==> config.mk <==
export PLATFORM = sky130hd
export DESIGN_NAME = gem_queue
export DESIGN_NICKNAME = d
export VERILOG_FILES = /design/src/gem_pkg.sv /design/src/gem_queue.sv
export SDC_FILE = /design/constraint.sdc
export NUM_CORES = 1
export LEC_CHECK = 0
export ABC_AREA = 1
export BUFFER_PORTS_ARGS = -buffer_cell sky130_fd_sc_hd__buf_2
export CELL_PAD_IN_SITES_DETAIL_PLACEMENT = 1
export CELL_PAD_IN_SITES_GLOBAL_PLACEMENT = 1
export CORE_MARGIN = 3
export CORE_UTILIZATION = 35
export DETAILED_ROUTE_END_ITERATION = 8
export HOLD_SLACK_MARGIN = 0.03
export PLACE_DENSITY_LB_ADDON = 0.1
export SETUP_SLACK_MARGIN = 0.4
export SLEW_MARGIN = 20
export SYNTH_ARGS = -nofsm -noshare
export SYNTH_HDL_FRONTEND = slang
export SYNTH_SLANG_ARGS = --single-unit
==> constraint.sdc <==
create_clock -name aclk -period 4.3 [get_ports aclk]
set_input_delay 0.215 -clock aclk [delete_from_list [all_inputs] [get_ports aclk]]
set_output_delay 0.215 -clock aclk [all_outputs]
set_load 0.05 [all_outputs]
==> src/gem_pkg.sv <==
// Shared constants, types and the kernel functions for the gradient edge block
`default_nettype none
package gem_pkg;

    localparam int MaxWidth  = 2048;
    localparam int MaxHeight = 2048;
    localparam int ColW      = $clog2(MaxWidth);
    localparam int RowW      = 16;
    localparam int CfgW      = 12;
    localparam int GradW     = 11;
    localparam int MagW      = 11;
    localparam int SqW       = 21;
    localparam int SqrtSteps = (SqW + 1) / 2;
    localparam int QueueDepth = 2;

    localparam logic [1:0] REG_WIDTH  = 2'd0;
    localparam logic [1:0] REG_HEIGHT = 2'd1;
    localparam logic [1:0] REG_MODE   = 2'd2;

    // One classified item handed from front to back
    typedef struct packed {
        logic [7:0] top_l, top_c, top_r;
        logic [7:0] mid_l, mid_c, mid_r;
        logic [7:0] bot_l, bot_c, bot_r;
        logic       mode;
        logic       last;
    } gem_job_t;

    // Masked window to gradients
    function automatic logic signed [GradW-1:0] grad_x_f(input gem_job_t j);
        logic signed [GradW-1:0] s;
        logic signed [GradW-1:0] m;
        begin
            m = j.mode ? GradW'(1) : GradW'(2);
            s = $signed({3'b0, j.top_r}) - $signed({3'b0, j.top_l})
              + $signed({3'b0, j.bot_r}) - $signed({3'b0, j.bot_l})
              + m * ($signed({3'b0, j.mid_r}) - $signed({3'b0, j.mid_l}));
            grad_x_f = s;
        end
    endfunction

    function automatic logic signed [GradW-1:0] grad_y_f(input gem_job_t j);
        logic signed [GradW-1:0] s;
        logic signed [GradW-1:0] m;
        begin
            m = j.mode ? GradW'(1) : GradW'(2);
            s = $signed({3'b0, j.top_l}) - $signed({3'b0, j.bot_l})
              + $signed({3'b0, j.top_r}) - $signed({3'b0, j.bot_r})
              + m * ($signed({3'b0, j.top_c}) - $signed({3'b0, j.bot_c}));
            grad_y_f = s;
        end
    endfunction

endpackage
`default_nettype wire

==> src/gem_queue.sv <==
// Two-entry request queue between front and back
`default_nettype none
module gem_queue
    import gem_pkg::*;
(
    input  wire logic     aclk,
    input  wire logic     aresetn,
    input  wire logic     wr_valid,
    output logic          wr_ready,
    input  wire gem_job_t wr_data,
    output logic          rd_valid,
    input  wire logic     rd_ready,
    output gem_job_t      rd_data
);

    gem_job_t    slot_reg [QueueDepth];
    logic        wp_reg, rp_reg;
    logic [1:0]  cnt_reg;
    logic        push, pop;

    assign wr_ready = cnt_reg != 2'(QueueDepth);
    assign rd_valid = cnt_reg != 2'd0;
    assign rd_data  = slot_reg[rp_reg];
    assign push     = wr_valid && wr_ready;
    assign pop      = rd_valid && rd_ready;

    // Store and count requests
    always_ff @(posedge aclk) begin
        if (push) slot_reg[wp_reg] <= wr_data;
        if (!aresetn) begin
            wp_reg  <= 1'b0;
            rp_reg  <= 1'b0;
            cnt_reg <= 2'd0;
        end else begin
            if (push) wp_reg <= !wp_reg;
            if (pop)  rp_reg <= !rp_reg;
            cnt_reg <= cnt_reg + 2'(push) - 2'(pop);
        end
    end

endmodule
`default_nettype wire

==> results.md <==
Place:
- The placed wire-length estimate is 7540 µm.
- The port buffer count is 153.
- The final weighted congestion in routability-driven placement is 0.692.
- The number of placed cells counting well taps is 633.

Routing:
- The average wire per cell in the routed design is 15.9 µm.
- After the first detailed-routing iteration, the DRC count stood at 130.
- The count of nets left with antenna violations after detail routing is 0.
- Using the TritonRoute via totals, the vias-per-cell ratio works out to 4.30.
- The first-pass iteration count of the detailed router is 4.
- For this run, design rule violations remaining after detail routing come to 0.
- The post-detailed-routing wire length is 11700 µm.
- The detailed router placed 3177 vias in this run.

Logic synthesis:
- The mapped netlist covers 0.00582 mm².
- The share of synthesized area occupied by flip-flops and latches is 0.781.
- The gate count of the mapped netlist is 266.
- The number of distinct library cells after synthesis is 13.
- The total of flip-flops plus latches after synthesis is 153.
- The number of synthesis warnings is 0.
- The post-synthesis area per instance is 21.9 µm².
- Synthesis produced a netlist with a net count of 345.

Global route:
- The largest net degree at the start of global routing is 39.
- The number of global-route vias before repair is 3484.
- The most congested layer reported by global routing is met2.
- The fraction of met2 tracks used by global routing is 0.234.
- For met1 alone, demand over resource in global routing was 0.146.
- The remaining global-route overflow is 0.
- The initial antenna violation count is 0.
- The global router's overall resource usage is 0.132.
- For this run, global-route usage on met3 was measured as 0.0473.
- The wire length of the first global-routing pass is 18000 µm.

STA:
- The final-report max-slew violation count was 0.
- The final hold violation count is 0.
- Setup repair after global routing left no endpoint under its margin.
- Summed over all failing endpoints, the final setup total negative slack is 0 ns.
- The worst-case hold slack is 0.0517 ns.
- The setup clock skew after layout is 0.0100 ns.
- In the finished design, the share of the clock period the worst path needs comes to 0.566.
- The top achievable clock speed is 411 MHz.
- The relative slew slack is 0.613.
- For the pin with the worst max-slew slack, the measured transition is 0.581 ns.
- The minimum period implied by the final worst setup slack is 2.43 ns.
- The final number of setup-violating endpoints is 0.

Worst hold path:
- The worst hold path passes through 3 cells.
- The worst hold endpoint is cnt_reg[0].
- The classification of the worst-slack hold path is in2reg.
- The origin of the worst min-delay path is aresetn.

Pwr:
- In this run the static leakage power is 3.21 nW.
- The overall power of the completed layout is 5.21 mW.
- The worst vdd rail ir drop is 0.305 mV.
- The power density normalized to cell area is 639 mW/mm².

Finish:
- The total inserted antenna cells is 0.
- The number of standard cells in the layout, taps in and fillers out is 739.
- From synthesis to final layout, the design area changed by 40.0%.
- The count of filler cells inserted in the layout is 1536.
- The layout cell share with drive strength beyond 1 is 0.499.
- The flip-flop count of the largest register after layout is 148.
- The layout net count is 589.

Floorplan:
- For this configuration, the core starts out at a cell density of 0.362.
- The die area is 0.0182 mm².
- The overall die width is 135 µm.
- The placeable core region is 0.0161 mm².
- The count of standard-cell rows is 46.
- The count of boundary I/O pins is 154.
- The die is 135 µm tall.

Setup path:
- Of all nets on the critical path, the largest fanout is 33.
- Walking the worst path, the cells encountered are buf_4 > mux2_4 > buf_2.
- The setup path with the least slack is of type reg2out.
- The reg-to-reg endpoint is slot_reg[1][62].
- The data arrival time at the worst-slack endpoint is 2.22 ns.
- The number of buffer and inverter instances along the worst setup path is 2.
- On the critical path the largest part of the delay comes from flip-flops.
- Among all stages on the critical path, the largest delay is contributed by sky130_fd_sc_hd__dfxtp_4.
- For flop-to-flop paths, the worst setup slack is 2.60 ns.
- Data on the critical path is required at its endpoint by 4.09 ns.
- The type of destination of the critical path is an output pin.
- The maximum single-stage delay on the critical path is 0.72 ns.
- The worst setup path is launched from a flip-flop.
- The depth of the worst register-to-register path is 5.
- The count of cell instances traversed by the critical path is 3.
- The startpoint of the worst register-to-register path is cnt_reg[0].

Clock network:
- The number of setup buffers added after CTS is 0.
- The H-tree was split into 4 levels.
- At the later pin of the worst-skew pair, clock insertion delay measures 0.41 ns.
- The count of clock tree sinks is 153.
- Clock tree synthesis inserted a total of 17 buffers.
- The maximum buffer depth of the clock tree is 2.
- The clock root buffer master is sky130_fd_sc_hd__clkbuf_16.
- The TritonCTS clock tree is done.
- After clock tree synthesis, the clock-pin slew on the worst setup and hold paths is 0.06 ns.

Status:
- The run finished with clean final reports.

Flow run:
- The total of max-cap violations is 0.
power by group:
group	internal [mW]	total, mW	switching, mW	leakage [nW]
logic	0.574	1.77	1.20	1.51
registers	1.89	2.00	0.103	1.42
clock network	0.901	1.44	0.537	0.277
total	3.37	5.21	1.84	3.21
cell families after synthesis:
logic type	after synthesis	share of synthesized area
DFF	153	0.781
muxes	74	0.182
and+or+nand+nor	21	0.0138
buffers and inverters	15	0.0189
AOI/OAI and AO/OA	1	0.000859
xor gates and xnor gates	1	0.00151
adders and majority gates	1	0.00215
synthesized netlist by cell type:
cell / n / share of area
sky130_fd_sc_hd__mux2_4: 60 / 0.15
sky130_fd_sc_hd__dfxtp_1: 5 / 0.017
sky130_fd_sc_hd__buf_2: 1 / 0.00086
sky130_fd_sc_hd__xnor2_1: 1 / 0.0015
sky130_fd_sc_hd__ha_1: 1 / 0.0021
sky130_fd_sc_hd__a21oi_1: 1 / 0.00086
sky130_fd_sc_hd__nand3_1: 1 / 0.00086
sky130_fd_sc_hd__inv_1: 7 / 0.0045
sky130_fd_sc_hd__nand2_1: 11 / 0.0071
sky130_fd_sc_hd__edfxtp_1: 148 / 0.76
sky130_fd_sc_hd__nor2_1: 9 / 0.0058
sky130_fd_sc_hd__buf_6: 7 / 0.014
sky130_fd_sc_hd__mux2_2: 14 / 0.027
through the flow:
stage	setup WS, ns	area [µm²]	util
global route	1.74	8150	0.507
CTS	1.77	8150	0.507
detailed placement	2.22	6840	0.426
floorplan	0.897	5820	-
global placement	2.25	6840	0.426
finish	1.87	8150	0.507
placed cells by master, fill, tap and decap left out:
master and n:
sky130_fd_sc_hd__buf_2 153, sky130_fd_sc_hd__edfxtp_1 148, sky130_fd_sc_hd__dlygate4sd3_1 74, sky130_fd_sc_hd__mux2_4 60, sky130_fd_sc_hd__clkbuf_16 17, sky130_fd_sc_hd__mux2_2 14, sky130_fd_sc_hd__nand2_1 11, sky130_fd_sc_hd__inv_1 7
sky130_fd_sc_hd__nor2_1 7, sky130_fd_sc_hd__buf_4 6, sky130_fd_sc_hd__clkbuf_1 4, sky130_fd_sc_hd__clkinv_2 4, sky130_fd_sc_hd__dfxtp_1 4, sky130_fd_sc_hd__bufinv_16 3, sky130_fd_sc_hd__clkinv_1 3, sky130_fd_sc_hd__nor2_4 2
sky130_fd_sc_hd__xnor2_1 1, sky130_fd_sc_hd__a21oi_1 1, sky130_fd_sc_hd__nand3_1 1, sky130_fd_sc_hd__ha_1 1, sky130_fd_sc_hd__dfxtp_4 1, sky130_fd_sc_hd__clkinvlp_4 1
cell type report:
type                            instances  area [µm²]  share of cell area
Sequential cell                       153        4550               0.558
Inverter                                7        26.3             0.00323
Tap cell                              216         270              0.0332
Clock buffer                           21         440              0.0541
Timing Repair Buffer                  233        1550               0.190
Clock inverter                         11         129              0.0158
Multi-Input combinational cell         98        1180               0.145
routing by layer:
layer / vias to the layer above / share of wire
met4: 0 / 0.013
li1: 1513 / -
met5: - / 0
met1: 1560 / 0.40
met2: 91 / 0.53
met3: 13 / 0.054
tightest hold or removal path: cells and delay by family:
family                 cells  cell delay, ns
and+or+nand+nor            1            0.06
buffers and inverters      2            0.17
how the worst max path moves through the flow:
stage / start / to
after floorplan: cnt_reg[0] / slot_reg[1][0]
after global placement: flip-flop / rd_data[13]
after detailed placement: flip-flop / rd_data[13]
after CTS: flip-flop / rd_data[13]
after global routing: flip-flop / rd_data[13]
final: flip-flop / rd_data[22]
timing repair:
| action | 4_1_cts | 5_1_grt |
|---|---|---|
| hold buffers | 74 | 0 |
| hold endpoints to repair | 148 | 0 |
| resized for setup | 0 | 0 |
(Power assumes the default switching activity.)
