**config.mk**
```make
export PLATFORM = sky130hd
export DESIGN_NAME = gem_back
export DESIGN_NICKNAME = d
export VERILOG_FILES = /design/src/gem_pkg.sv /design/src/gem_back.sv
export SDC_FILE = /design/constraint.sdc
export NUM_CORES = 1
export LEC_CHECK = 0
export BUFFER_PORTS_ARGS = -buffer_cell sky130_fd_sc_hd__buf_2
export CORE_UTILIZATION = 45
export CTS_CLUSTER_DIAMETER = 50
export CTS_CLUSTER_SIZE = 12
export DETAILED_ROUTE_END_ITERATION = 7
export HOLD_SLACK_MARGIN = 0.03
export PLACE_DENSITY_LB_ADDON = 0.15
export SLEW_MARGIN = 30
export SYNTH_ARGS = -nofsm -noshare
export SYNTH_HDL_FRONTEND = slang
export SYNTH_SLANG_ARGS = --single-unit
```
**constraint.sdc**
```tcl
create_clock -name aclk -period 6.8 [get_ports aclk]
set_input_delay 0.68 -clock aclk [delete_from_list [all_inputs] [get_ports aclk]]
set_output_delay 0.68 -clock aclk [all_outputs]
set_load 0.005 [all_outputs]
```
**src/gem_pkg.sv**
```systemverilog
// Shared constants, types and the kernel functions for the gradient edge block
`default_nettype none
package gem_pkg;

    localparam int MaxWidth  = 2048;
    localparam int MaxHeight = 2048;
    localparam int ColW      = $clog2(MaxWidth);
    localparam int RowW      = 16;
    localparam int CfgW      = 12;
    localparam int GradW     = 11;
    localparam int MagW      = 11;
    localparam int SqW       = 21;
    localparam int SqrtSteps = (SqW + 1) / 2;
    localparam int QueueDepth = 2;

    localparam logic [1:0] REG_WIDTH  = 2'd0;
    localparam logic [1:0] REG_HEIGHT = 2'd1;
    localparam logic [1:0] REG_MODE   = 2'd2;

    // One classified item handed from front to back
    typedef struct packed {
        logic [7:0] top_l, top_c, top_r;
        logic [7:0] mid_l, mid_c, mid_r;
        logic [7:0] bot_l, bot_c, bot_r;
        logic       mode;
        logic       last;
    } gem_job_t;

    // Masked window to gradients
    function automatic logic signed [GradW-1:0] grad_x_f(input gem_job_t j);
        logic signed [GradW-1:0] s;
        logic signed [GradW-1:0] m;
        begin
            m = j.mode ? GradW'(1) : GradW'(2);
            s = $signed({3'b0, j.top_r}) - $signed({3'b0, j.top_l})
              + $signed({3'b0, j.bot_r}) - $signed({3'b0, j.bot_l})
              + m * ($signed({3'b0, j.mid_r}) - $signed({3'b0, j.mid_l}));
            grad_x_f = s;
        end
    endfunction

    function automatic logic signed [GradW-1:0] grad_y_f(input gem_job_t j);
        logic signed [GradW-1:0] s;
        logic signed [GradW-1:0] m;
        begin
            m = j.mode ? GradW'(1) : GradW'(2);
            s = $signed({3'b0, j.top_l}) - $signed({3'b0, j.bot_l})
              + $signed({3'b0, j.top_r}) - $signed({3'b0, j.bot_r})
              + m * ($signed({3'b0, j.top_c}) - $signed({3'b0, j.bot_c}));
            grad_y_f = s;
        end
    endfunction

endpackage
`default_nettype wire

```
**src/gem_back.sv**
```systemverilog
// Back end: gradients, squaring and bit-serial square root
`default_nettype none
module gem_back
    import gem_pkg::*;
(
    input  wire logic        aclk,
    input  wire logic        aresetn,
    input  wire logic        job_valid,
    output logic             job_ready,
    input  wire gem_job_t    job,
    output logic             m_valid,
    input  wire logic        m_ready,
    output logic [GradW-1:0] m_grad_x,
    output logic [GradW-1:0] m_grad_y,
    output logic [MagW-1:0]  m_magnitude,
    output logic             m_frame_end
);

    localparam logic [1:0] ST_IDLE = 2'd0;
    localparam logic [1:0] ST_SQ   = 2'd1;
    localparam logic [1:0] ST_ROOT = 2'd2;
    localparam logic [1:0] ST_OUT  = 2'd3;
    localparam int StepW = $clog2(SqrtSteps + 1);

    logic [1:0]              state_reg;
    logic signed [GradW-1:0] gx_reg, gy_reg;
    logic                    last_reg;
    logic [SqW-1:0]          rem_reg;
    logic [SqW-1:0]          res_reg;
    logic [SqW-1:0]          bit_reg;
    logic [StepW-1:0]        step_reg;
    logic                    m_valid_reg;
    logic [GradW-1:0]        o_gx_reg, o_gy_reg;
    logic [MagW-1:0]         o_mag_reg;
    logic                    o_end_reg;
    logic [SqW-1:0]          trial;

    assign job_ready = state_reg == ST_IDLE;
    assign trial     = res_reg + bit_reg;

    // Sequence one request: gradients, sum of squares, root, output
    always_ff @(posedge aclk) begin
        if (!aresetn) begin
            state_reg   <= ST_IDLE;
            m_valid_reg <= 1'b0;
        end else begin
            if (m_valid_reg && m_ready && state_reg != ST_OUT) m_valid_reg <= 1'b0;
            unique case (state_reg)
                ST_IDLE: if (job_valid) begin
                    gx_reg    <= grad_x_f(job);
                    gy_reg    <= grad_y_f(job);
                    last_reg  <= job.last;
                    state_reg <= ST_SQ;
                end
                ST_SQ: begin
                    rem_reg   <= SqW'(32'(gx_reg * gx_reg) + 32'(gy_reg * gy_reg));
                    res_reg   <= '0;
                    bit_reg   <= SqW'(1) << (2 * (SqrtSteps - 1));
                    step_reg  <= StepW'(SqrtSteps);
                    state_reg <= ST_ROOT;
                end
                ST_ROOT: begin
                    if (rem_reg >= trial) begin
                        rem_reg <= rem_reg - trial;
                        res_reg <= (res_reg >> 1) + bit_reg;
                    end else begin
                        res_reg <= res_reg >> 1;
                    end
                    bit_reg  <= bit_reg >> 2;
                    step_reg <= step_reg - StepW'(1);
                    if (step_reg == StepW'(1)) state_reg <= ST_OUT;
                end
                ST_OUT: if (!m_valid_reg || m_ready) begin
                    m_valid_reg <= 1'b1;
                    o_gx_reg    <= gx_reg;
                    o_gy_reg    <= gy_reg;
                    o_mag_reg   <= res_reg[MagW-1:0];
                    o_end_reg   <= last_reg;
                    state_reg   <= ST_IDLE;
                end
                default: state_reg <= ST_IDLE;
            endcase
        end
    end

    assign m_valid     = m_valid_reg;
    assign m_grad_x    = o_gx_reg;
    assign m_grad_y    = o_gy_reg;
    assign m_magnitude = o_mag_reg;
    assign m_frame_end = o_end_reg;

endmodule
`default_nettype wire

```
==> impl_metrics.toml, run 1 <==
[outcome]
outcome = "complete, no violations"

[drt]
vias = 12520
drt_iter0_drc = 473
antenna_left = 0
wire_per_inst_um = 15.46
routed_wl_mm = 38.87
dr.pass1.iters = 5
vias_per_cell = 4.981
drc = 0

[setup_path]
cp-end-kind = "flop"
crit_top_cell = "fa_1"
ff2ff_path_depth = 21
worst-setup-path-type = "reg2reg"
r2r-start = "gx_reg[3]"
cp-start-kind = "flop"
crit_chain = "buf_4, and2_1, fa_1, fa_1, inv_1, fa_1, inv_1, fa_1, fa_1, fa_1, inv_1, fa_1, inv_1, ha_1, a21o_1, a21oi_1, nand2_1, o21bai_1, a31o_2, xnor2_1, mux2i_1"
slowest_stage = "fa_1"
critPathMaxFanout = 8
worstReg2RegEnd = "rem_reg[20]"
required_ns = 6.99
max_stage_delay_ns = 0.61
reg2reg_slack_ns = 0.24
worst_ep_arrival_time_ns = 6.75

[cells_and_area]
area.growth.synth_to_final_pct = 11.68
drive_gt1_frac = 0.1171
design_area_sq_um = 20310
finalNetCount = 2534
diodes = 0

[clocking]
cts_hold_buf = 0
htree_levels = 4
clockRootBuffer = "clkbuf_16"
path_clk_slew_ns = 0.06
cts_tree = "done"
clock_latency_ns = 0.46
cts_num_sinks = 117
cts_buffers = 17
clk_path_buf_depth = 2

[logic_synthesis]
synthTopCellsByArea = "fa_1, edfxtp_1, ha_1"
synth_top_area_cell = "fa_1"
synth_seq_area_share = 0.1915
synth_cell_types = 68
synth_common_cells = "inv_1, fa_1, ha_1"
yosysWarnings = 0
yosysMostFrequentCell = "inv_1"
syn_inst = 1824
synth.ff_latch_count = 117
netlist_area_sq_um = 18190
synth_top_area_share = 0.3104
ys_async_sr_fraction = 0
dominantRegCellSynth = "edfxtp_1"
synth_edf_count = 114
syn_area_per_cell_sq_um = 9.971
synth_fp_nets = 2382

[worst_hold_path]
min_path_type = "in2reg"
holdPathEnd = "last_reg"
min_path_cells = 1
holdCritStartpoint = "job[0]"

[die]
rows = 73
fp.coreArea_sq_um = 39820
fp.dieW_um = 203.0
die-area_sq_um = 41220
ios = 114
initial_core_util = 0.4567
die_y_um = 203.0

[place]
hpwl_mm = 32.25
gp_congestion = 0.8648
dpl-instance-area_sq_um = 19580
dp_worst_setup_slack_ns = 0.1530
place.port_buffers = 105

[grt]
grt_pass1_wl_mm = 66.91
grt_max_degree = 45
grt_antenna_before_repair = 0
grt.overflow.total = 0
track_usage = 0.2065
grt_pass1_vias = 13620

[run]
max_cap_violations = 0

[timing]
finalWorstSetupSlack_ns = 0.2445
slew_viol_final = 0
rsz0062_at_grt = "true"
clock_skew_ns = 0.01759
period_needed_ns = 6.556
setup_violations = 0
slew-limit-headroom = 0.6162
post-route-period-util = 0.9640
finalHoldViolCount = 0
fmax_mhz = 152.5
worst_pin_slew_ns = 0.5757
==> per-layer routing <==
layer,track usage,share of wire,up-vias
li1,-,-,6125
met2,0.3693,0.51,159
met5,0,0,-
met3,0.02905,0.025,53
met1,0.2553,0.44,6184
met4,0.06713,0.023,0
==> worst max-delay path, delay by kind of cell (launching register included) <==
kind | cells | cell delay, ns
XOR/XNOR | 1 | 0.22
AO/OA/AOI/OAI | 4 | 0.75
AND/OR/NAND/NOR | 2 | 0.24
multiplexers | 1 | 0.11
adder cells (fa/ha/maj) | 8 | 3.87
buffers and inverters | 5 | 0.57
flip-flops | 1 | 0.54
==> per-stage QoR <==
step           setup TNS, ns    util  hold WS (ns)  instances
6_report                   0  0.5100        0.4069       2514
3_3_place_gp               0  0.4917        0.4030       2464
2_1_floorplan              0       -        0.4003       1824
4_1_cts                    0  0.5062        0.3812       2496
3_5_place_dp               0  0.4917        0.4110       2464
5_1_grt             -0.04281  0.5100        0.3842       2514
==> area by class of cell <==
class / count / area, sq um
fillers: 3709 / 19510
multi-input cells: 1260 / 13030
flip-flops and latches: 117 / 3483
inverters: 409 / 1535
repair buffers: 171 / 1033
well taps: 525 / 656.9
clock buffers: 17 / 425.4
clock inverters: 15 / 151.4
==> worst max path at each step <==
stage                  endpoint        from  cells after the start  slack (ns)
floorplan           rem_reg[16]  gy_reg[10]                     22        0.57
global placement    rem_reg[20]   gx_reg[1]                     21        0.21
detailed placement  rem_reg[20]   gx_reg[1]                     21        0.15
CTS                 rem_reg[20]   gx_reg[1]                     21        0.14
global route        rem_reg[20]   gx_reg[3]                     21       -0.04
finish              rem_reg[20]   gx_reg[3]                     21        0.24
==> placed cells by master, fill, tap and decap left out, drive strengths merged, types with 19 or more instances in the layout <==
cell type / count
edfxtp: 114
a21o: 23
nand2b: 19
fa: 282
a21oi: 67
and2: 71
xor2: 49
buf: 171
nor2: 78
nand2: 124
nor2b: 31
xnor2: 75
inv: 414
o21ai: 51
ha: 198
==> cells by family after synthesis <==
group	count (synthesis)	share of synthesized area
DFF	117	0.1915
muxes	21	0.01183
buffers and inverters	447	0.09322
AOI/OAI and AO/OA	250	0.09260
and+or+nand+nor	385	0.1044
xor gates and xnor gates	124	0.05972
adders and majority gates	480	0.4466
==> timing repair <==
action / 4_1_cts / 5_1_grt
endpoints found under the setup margin: 0 / 6
setup buffers: 0 / 18
gates resized for setup: 0 / 1
Power of run 1 is not shown: default switching activity piles up to over one toggle a cycle in this logic, so the estimate is an artifact.
==> run 2: changes to the inputs <==
Settings changed: CORE_MARGIN set to 1.5.
Clock period 6.8 ns to 8.45 ns, I/O delays scaled along.
==> run 2 against run 1 <==
Compared with the run above:
- design area shrank 1.9%
- register-to-register slack improved by 1.3 ns
- setup slack improved by 1.3 ns
- first-iteration DRC count up 15%
- maximum frequency is 5.7% lower
- count of clock-buffer cells in the layout stayed put
- clock skew shrank 0.0090 ns
- hold slack improved by 0.020 ns
==> impl_metrics.toml, run 2 (synthesized netlist as in run 1, its figures left out) <==
[outcome]
outcome = "complete, no violations"

[place]
hpwl_mm = 31.86
gp_congestion = 0.8897
place.port_buffers = 105

[worst_hold_path]
min_path_type = "reg2reg"
min_path_cells = 0

[drt]
routed_wl_mm = 38.67
drc = 0
vias = 12460
vias_per_cell = 5.065
wire_per_inst_um = 15.72
drt_iter0_drc = 544
antenna_left = 0
dr.pass1.iters = 5

[cells_and_area]
final_common_cell = "inv_1"
final_cell_mix = "inv_1, fa_1, ha_1, nand2_1, edfxtp_1"
diodes = 0
finalNetCount = 2480
drive_gt1_frac = 0.09199
area.growth.synth_to_final_pct = 9.508

[timing]
post-route-period-util = 0.8227
slew_viol_final = 0
finalHoldViolCount = 0
rsz0062_at_grt = "false"
worst_pin_slew_ns = 0.8018
slew-limit-headroom = 0.4655
period_needed_ns = 6.951
clock_skew_ns = 0.008634
fmax_mhz = 143.9
fin_tns_setup_ns = 0
setup_violations = 0

[clocking]
postCtsSetupBuffers = 0
clockRootBuffer = "clkbuf_16"
cts_buffers = 17
path_clk_slew_ns = 0.06
cts_tree = "done"
clk_path_buf_depth = 2
cts_resized = 0
htree_levels = 4
cts_hold_buf = 0
clock_latency_ns = 0.45
cts_num_sinks = 117

[grt]
grt_max_degree = 45
track_usage = 0.2023
grt_antenna_before_repair = 0
grt_pass1_wl_mm = 65.92
grt.overflow.total = 0
grt_pass1_vias = 13590

[die]
initial_core_util = 0.4567
die_y_um = 204.0
ios = 114
fp.dieW_um = 204.0
fp.coreArea_sq_um = 39820
rows = 73
die-area_sq_um = 41630

[run]
max_cap_violations = 0

[setup_path]
required_ns = 8.64
worst_ep_arrival_time_ns = 7.14
cp-end-kind = "flop"
worst-setup-path-type = "reg2reg"
critPathMaxFanout = 14
crit_chain = "nand2_1, fa_1, fa_1, inv_1, fa_1, fa_1, fa_1, fa_1, inv_1, fa_1, inv_1, ha_1, nor4_1, o21ai_1, a41oi_1, o21bai_1, a31o_2, xnor2_1, mux2i_1"
crit_top_cell = "fa_1"
max_stage_delay_ns = 0.86
slowest_stage = "edfxtp_1"
cp-start-kind = "flop"
ff2ff_path_depth = 19
==> run 2: cell types whose count changed in the layout (fill, tap and decap cells not counted) <==
| cell | previous run | this run |
|---|---|---|
| clkinv_4 | 0 | 3 |
| buf_4 | 65 | 12 |
| a22oi_2 | 1 | 0 |
| clkinv_2 | 2 | 1 |
| a22oi_1 | 2 | 3 |
| bufinv_16 | 2 | 3 |
| clkinvlp_4 | 4 | 2 |
| buf_12 | 1 | 0 |
| inv_6 | 5 | 4 |
==> run 2: metal layers <==
layer	wire, um	GRT usage	part of all wire	vias to the layer above
met5	0	0	0	-
met3	1371	0.03380	0.035	63
met1	16740	0.2460	0.43	6171
li1	-	-	-	6010
met2	19490	0.3615	0.50	217
met4	1069	0.06959	0.028	0
==> run 2: final cells by class <==
type	instances	area (sq um)
clock inverters	15	178.9
well taps	525	656.9
repair buffers	117	615.6
inverters	409	1535
multi-input cells	1260	13020
fillers	3709	19910
flip-flops and latches	117	3483
clock buffers	17	425.4
==> run 2: worst max-delay path, delay by kind of cell, from the launching register on <==
family	cells	cell delay, ns
XOR/XNOR	1	0.20
adder cells (fa/ha/maj)	8	3.79
buffers and inverters	3	0.14
AND/OR/NAND/NOR	2	0.57
flip-flops	1	0.86
AO/OA/AOI/OAI	4	1.01
multiplexers	1	0.10
==> run 2: through the flow <==
| step | hold WS [ns] | utilization | cell area, sq um | worst slack (ns) | std cells |
|---|---|---|---|---|---|
| after floorplan | 0.4003 | - | 18190 | 2.216 | 1824 |
| after detailed placement | 0.4153 | 0.4849 | 19310 | 1.434 | 2428 |
| after global placement | 0.4078 | 0.4849 | 19310 | 1.507 | 2428 |
| final | 0.4268 | 0.5001 | 19920 | 1.499 | 2460 |
| after CTS | 0.4305 | 0.5001 | 19920 | 1.425 | 2460 |
| after global routing | 0.4555 | 0.5001 | 19920 | 1.095 | 2460 |
==> run 2: path summary, 6_finish.rpt <==
kind	start	end	slack, ns
min	last_reg	m_frame_end	0.43
max reg2reg	gx_reg[4]	rem_reg[20]	1.50
max	gx_reg[4]	rem_reg[20]	1.50
min reg2reg	last_reg	m_frame_end	0.43
Power of run 2 is left out for the same reason.
==> run 3: changes to the inputs <==
Clock period 8.45 ns to 7.1 ns, I/O delays scaled along.
==> run 3 against run 2 <==
Compared with the run above:
- maximum frequency grew 2.9%
- register-to-register slack got worse by 1.2 ns
- highest routed layer unchanged
- design area increased by 1.2%
- first-iteration DRC count fell by 17%
- core utilization rose by 0.59 points
- sequential cell count is the same
- hold slack worse by 0.00096 ns
- largest cell class unchanged
- critical path depth rose by 1
- count of clock-buffer cells in the layout up 1
- clock skew rose by 0.0065 ns
- via count fell by 0.22%
- die area did not move
==> impl_metrics.toml, run 3 (synthesized netlist as in run 1, its figures left out) <==
[drt]
vias_per_cell = 5.010
drc = 0
drt_iter0_drc = 451
dr.pass1.iters = 5
routed_wl_mm = 39.33
antenna_left = 0
vias = 12430
wire_per_inst_um = 15.85

[die]
initial_core_util = 0.4567
die_y_um = 204.0
rows = 73
fp.coreArea_sq_um = 39820
die-area_sq_um = 41630
fp.dieW_um = 204.0
ios = 114

[clocking]
cts_tree = "done"
clk_path_buf_depth = 2
cts_hold_buf = 0
path_clk_slew_ns = 0.07
htree_levels = 4
cts_buffers = 17
postCtsSetupBuffers = 0
clock_latency_ns = 0.45
cts_num_sinks = 117
cts_resized = 0
clockRootBuffer = "clkbuf_16"

[timing]
fin_tns_setup_ns = 0
clock_skew_ns = 0.01514
period_needed_ns = 6.758
setup_violations = 0
post-route-period-util = 0.9519
fmax_mhz = 148.0
finalHoldViolCount = 0
slew-limit-headroom = 0.6139
worst_pin_slew_ns = 0.5791
rsz0062_at_grt = "false"
slew_viol_final = 0

[setup_path]
cp-end-kind = "flop"
max_stage_delay_ns = 0.61
required_ns = 7.29
slowest_stage = "fa_1"
crit_chain = "and2_1, fa_1, fa_1, inv_1, fa_1, inv_1, fa_1, fa_1, fa_1, inv_1, fa_1, inv_1, ha_1, a21o_1, a21oi_1, nand2_1, o21bai_1, a31o_2, xnor2_1, mux2i_1"
crit_buf_inv = 4
worst-setup-path-type = "reg2reg"
worst_ep_arrival_time_ns = 6.94
cp-start-kind = "flop"
critPathMaxFanout = 11
cp_top_family = "adder cells"
crit_top_cell = "fa_1"

[place]
dp_cells = 2450
gp_congestion = 0.8683
hpwl_mm = 32.62
place.port_buffers = 105

[grt]
grt_max_degree = 45
grt_antenna_before_repair = 0
track_usage = 0.2075
grt_pass1_wl_mm = 67.56
grt.overflow.total = 0
grt_pass1_vias = 13780

[cells_and_area]
drive_gt1_frac = 0.1027
diodes = 0
multi_input_area_sq_um = 13020
final_common_cell = "inv_1"
layoutNonFillerInstCount = 2482
final_cell_mix = "inv_1, fa_1, ha_1, nand2_1, edfxtp_1"
final_util = 0.5060
regArea_sq_um = 3483
area.growth.synth_to_final_pct = 10.81
finalNetCount = 2502
nFillCells = 3706

[outcome]
outcome = "complete, no violations"

[run]
max_cap_violations = 0

[worst_hold_path]
min_path_type = "in2reg"
run 3: cell types whose count changed in the layout (fill, tap and decap cells not counted), sizes merged:
cell / before / now
buf: 117 / 139
clkinvlp: 2 / 3
clkbuf: 17 / 18
clkinv: 6 / 2
bufinv: 3 / 6
inv: 413 / 412
run 3: through the flow:
step / instance area (sq um) / worst slack [ns] / hold slack (ns)
floorplan: 18190 / 0.8657 / 0.4003
global placement: 19480 / 0.4157 / 0.4071
detailed placement: 19480 / 0.3166 / 0.4117
CTS: 20150 / 0.2984 / 0.3931
global route: 20150 / 0.02221 / 0.4075
finish: 20150 / 0.3416 / 0.4259
run 3: final cells by class:
cell class	instances	area share
clock inverter	14	0.01223
clock buffer	18	0.02130
multi-input combinational	1260	0.6461
inverter	409	0.07618
tap	525	0.03260
sequential	117	0.1729
timing repair buffer	139	0.03874
run 3: worst paths after layout:
check,start,to,slack [ns],depth (start not counted)
worst max-delay path,gx_reg[2],rem_reg[20],0.34,20
worst max register to register,gx_reg[2],rem_reg[20],0.34,20
worst min-delay path,job[0],last_reg,0.43,1
worst min register to register,last_reg,m_frame_end,0.43,0
run 3: metal layers:
| metal | share of wire | vias up | track usage |
|---|---|---|---|
| met5 | 0 | - | 0 |
| met4 | 0.025 | 0 | 0.06670 |
| met3 | 0.030 | 58 | 0.02918 |
| met2 | 0.52 | 196 | 0.3830 |
| met1 | 0.42 | 6116 | 0.2475 |
| li1 | - | 6064 | - |
Power of run 3 is left out for the same reason.
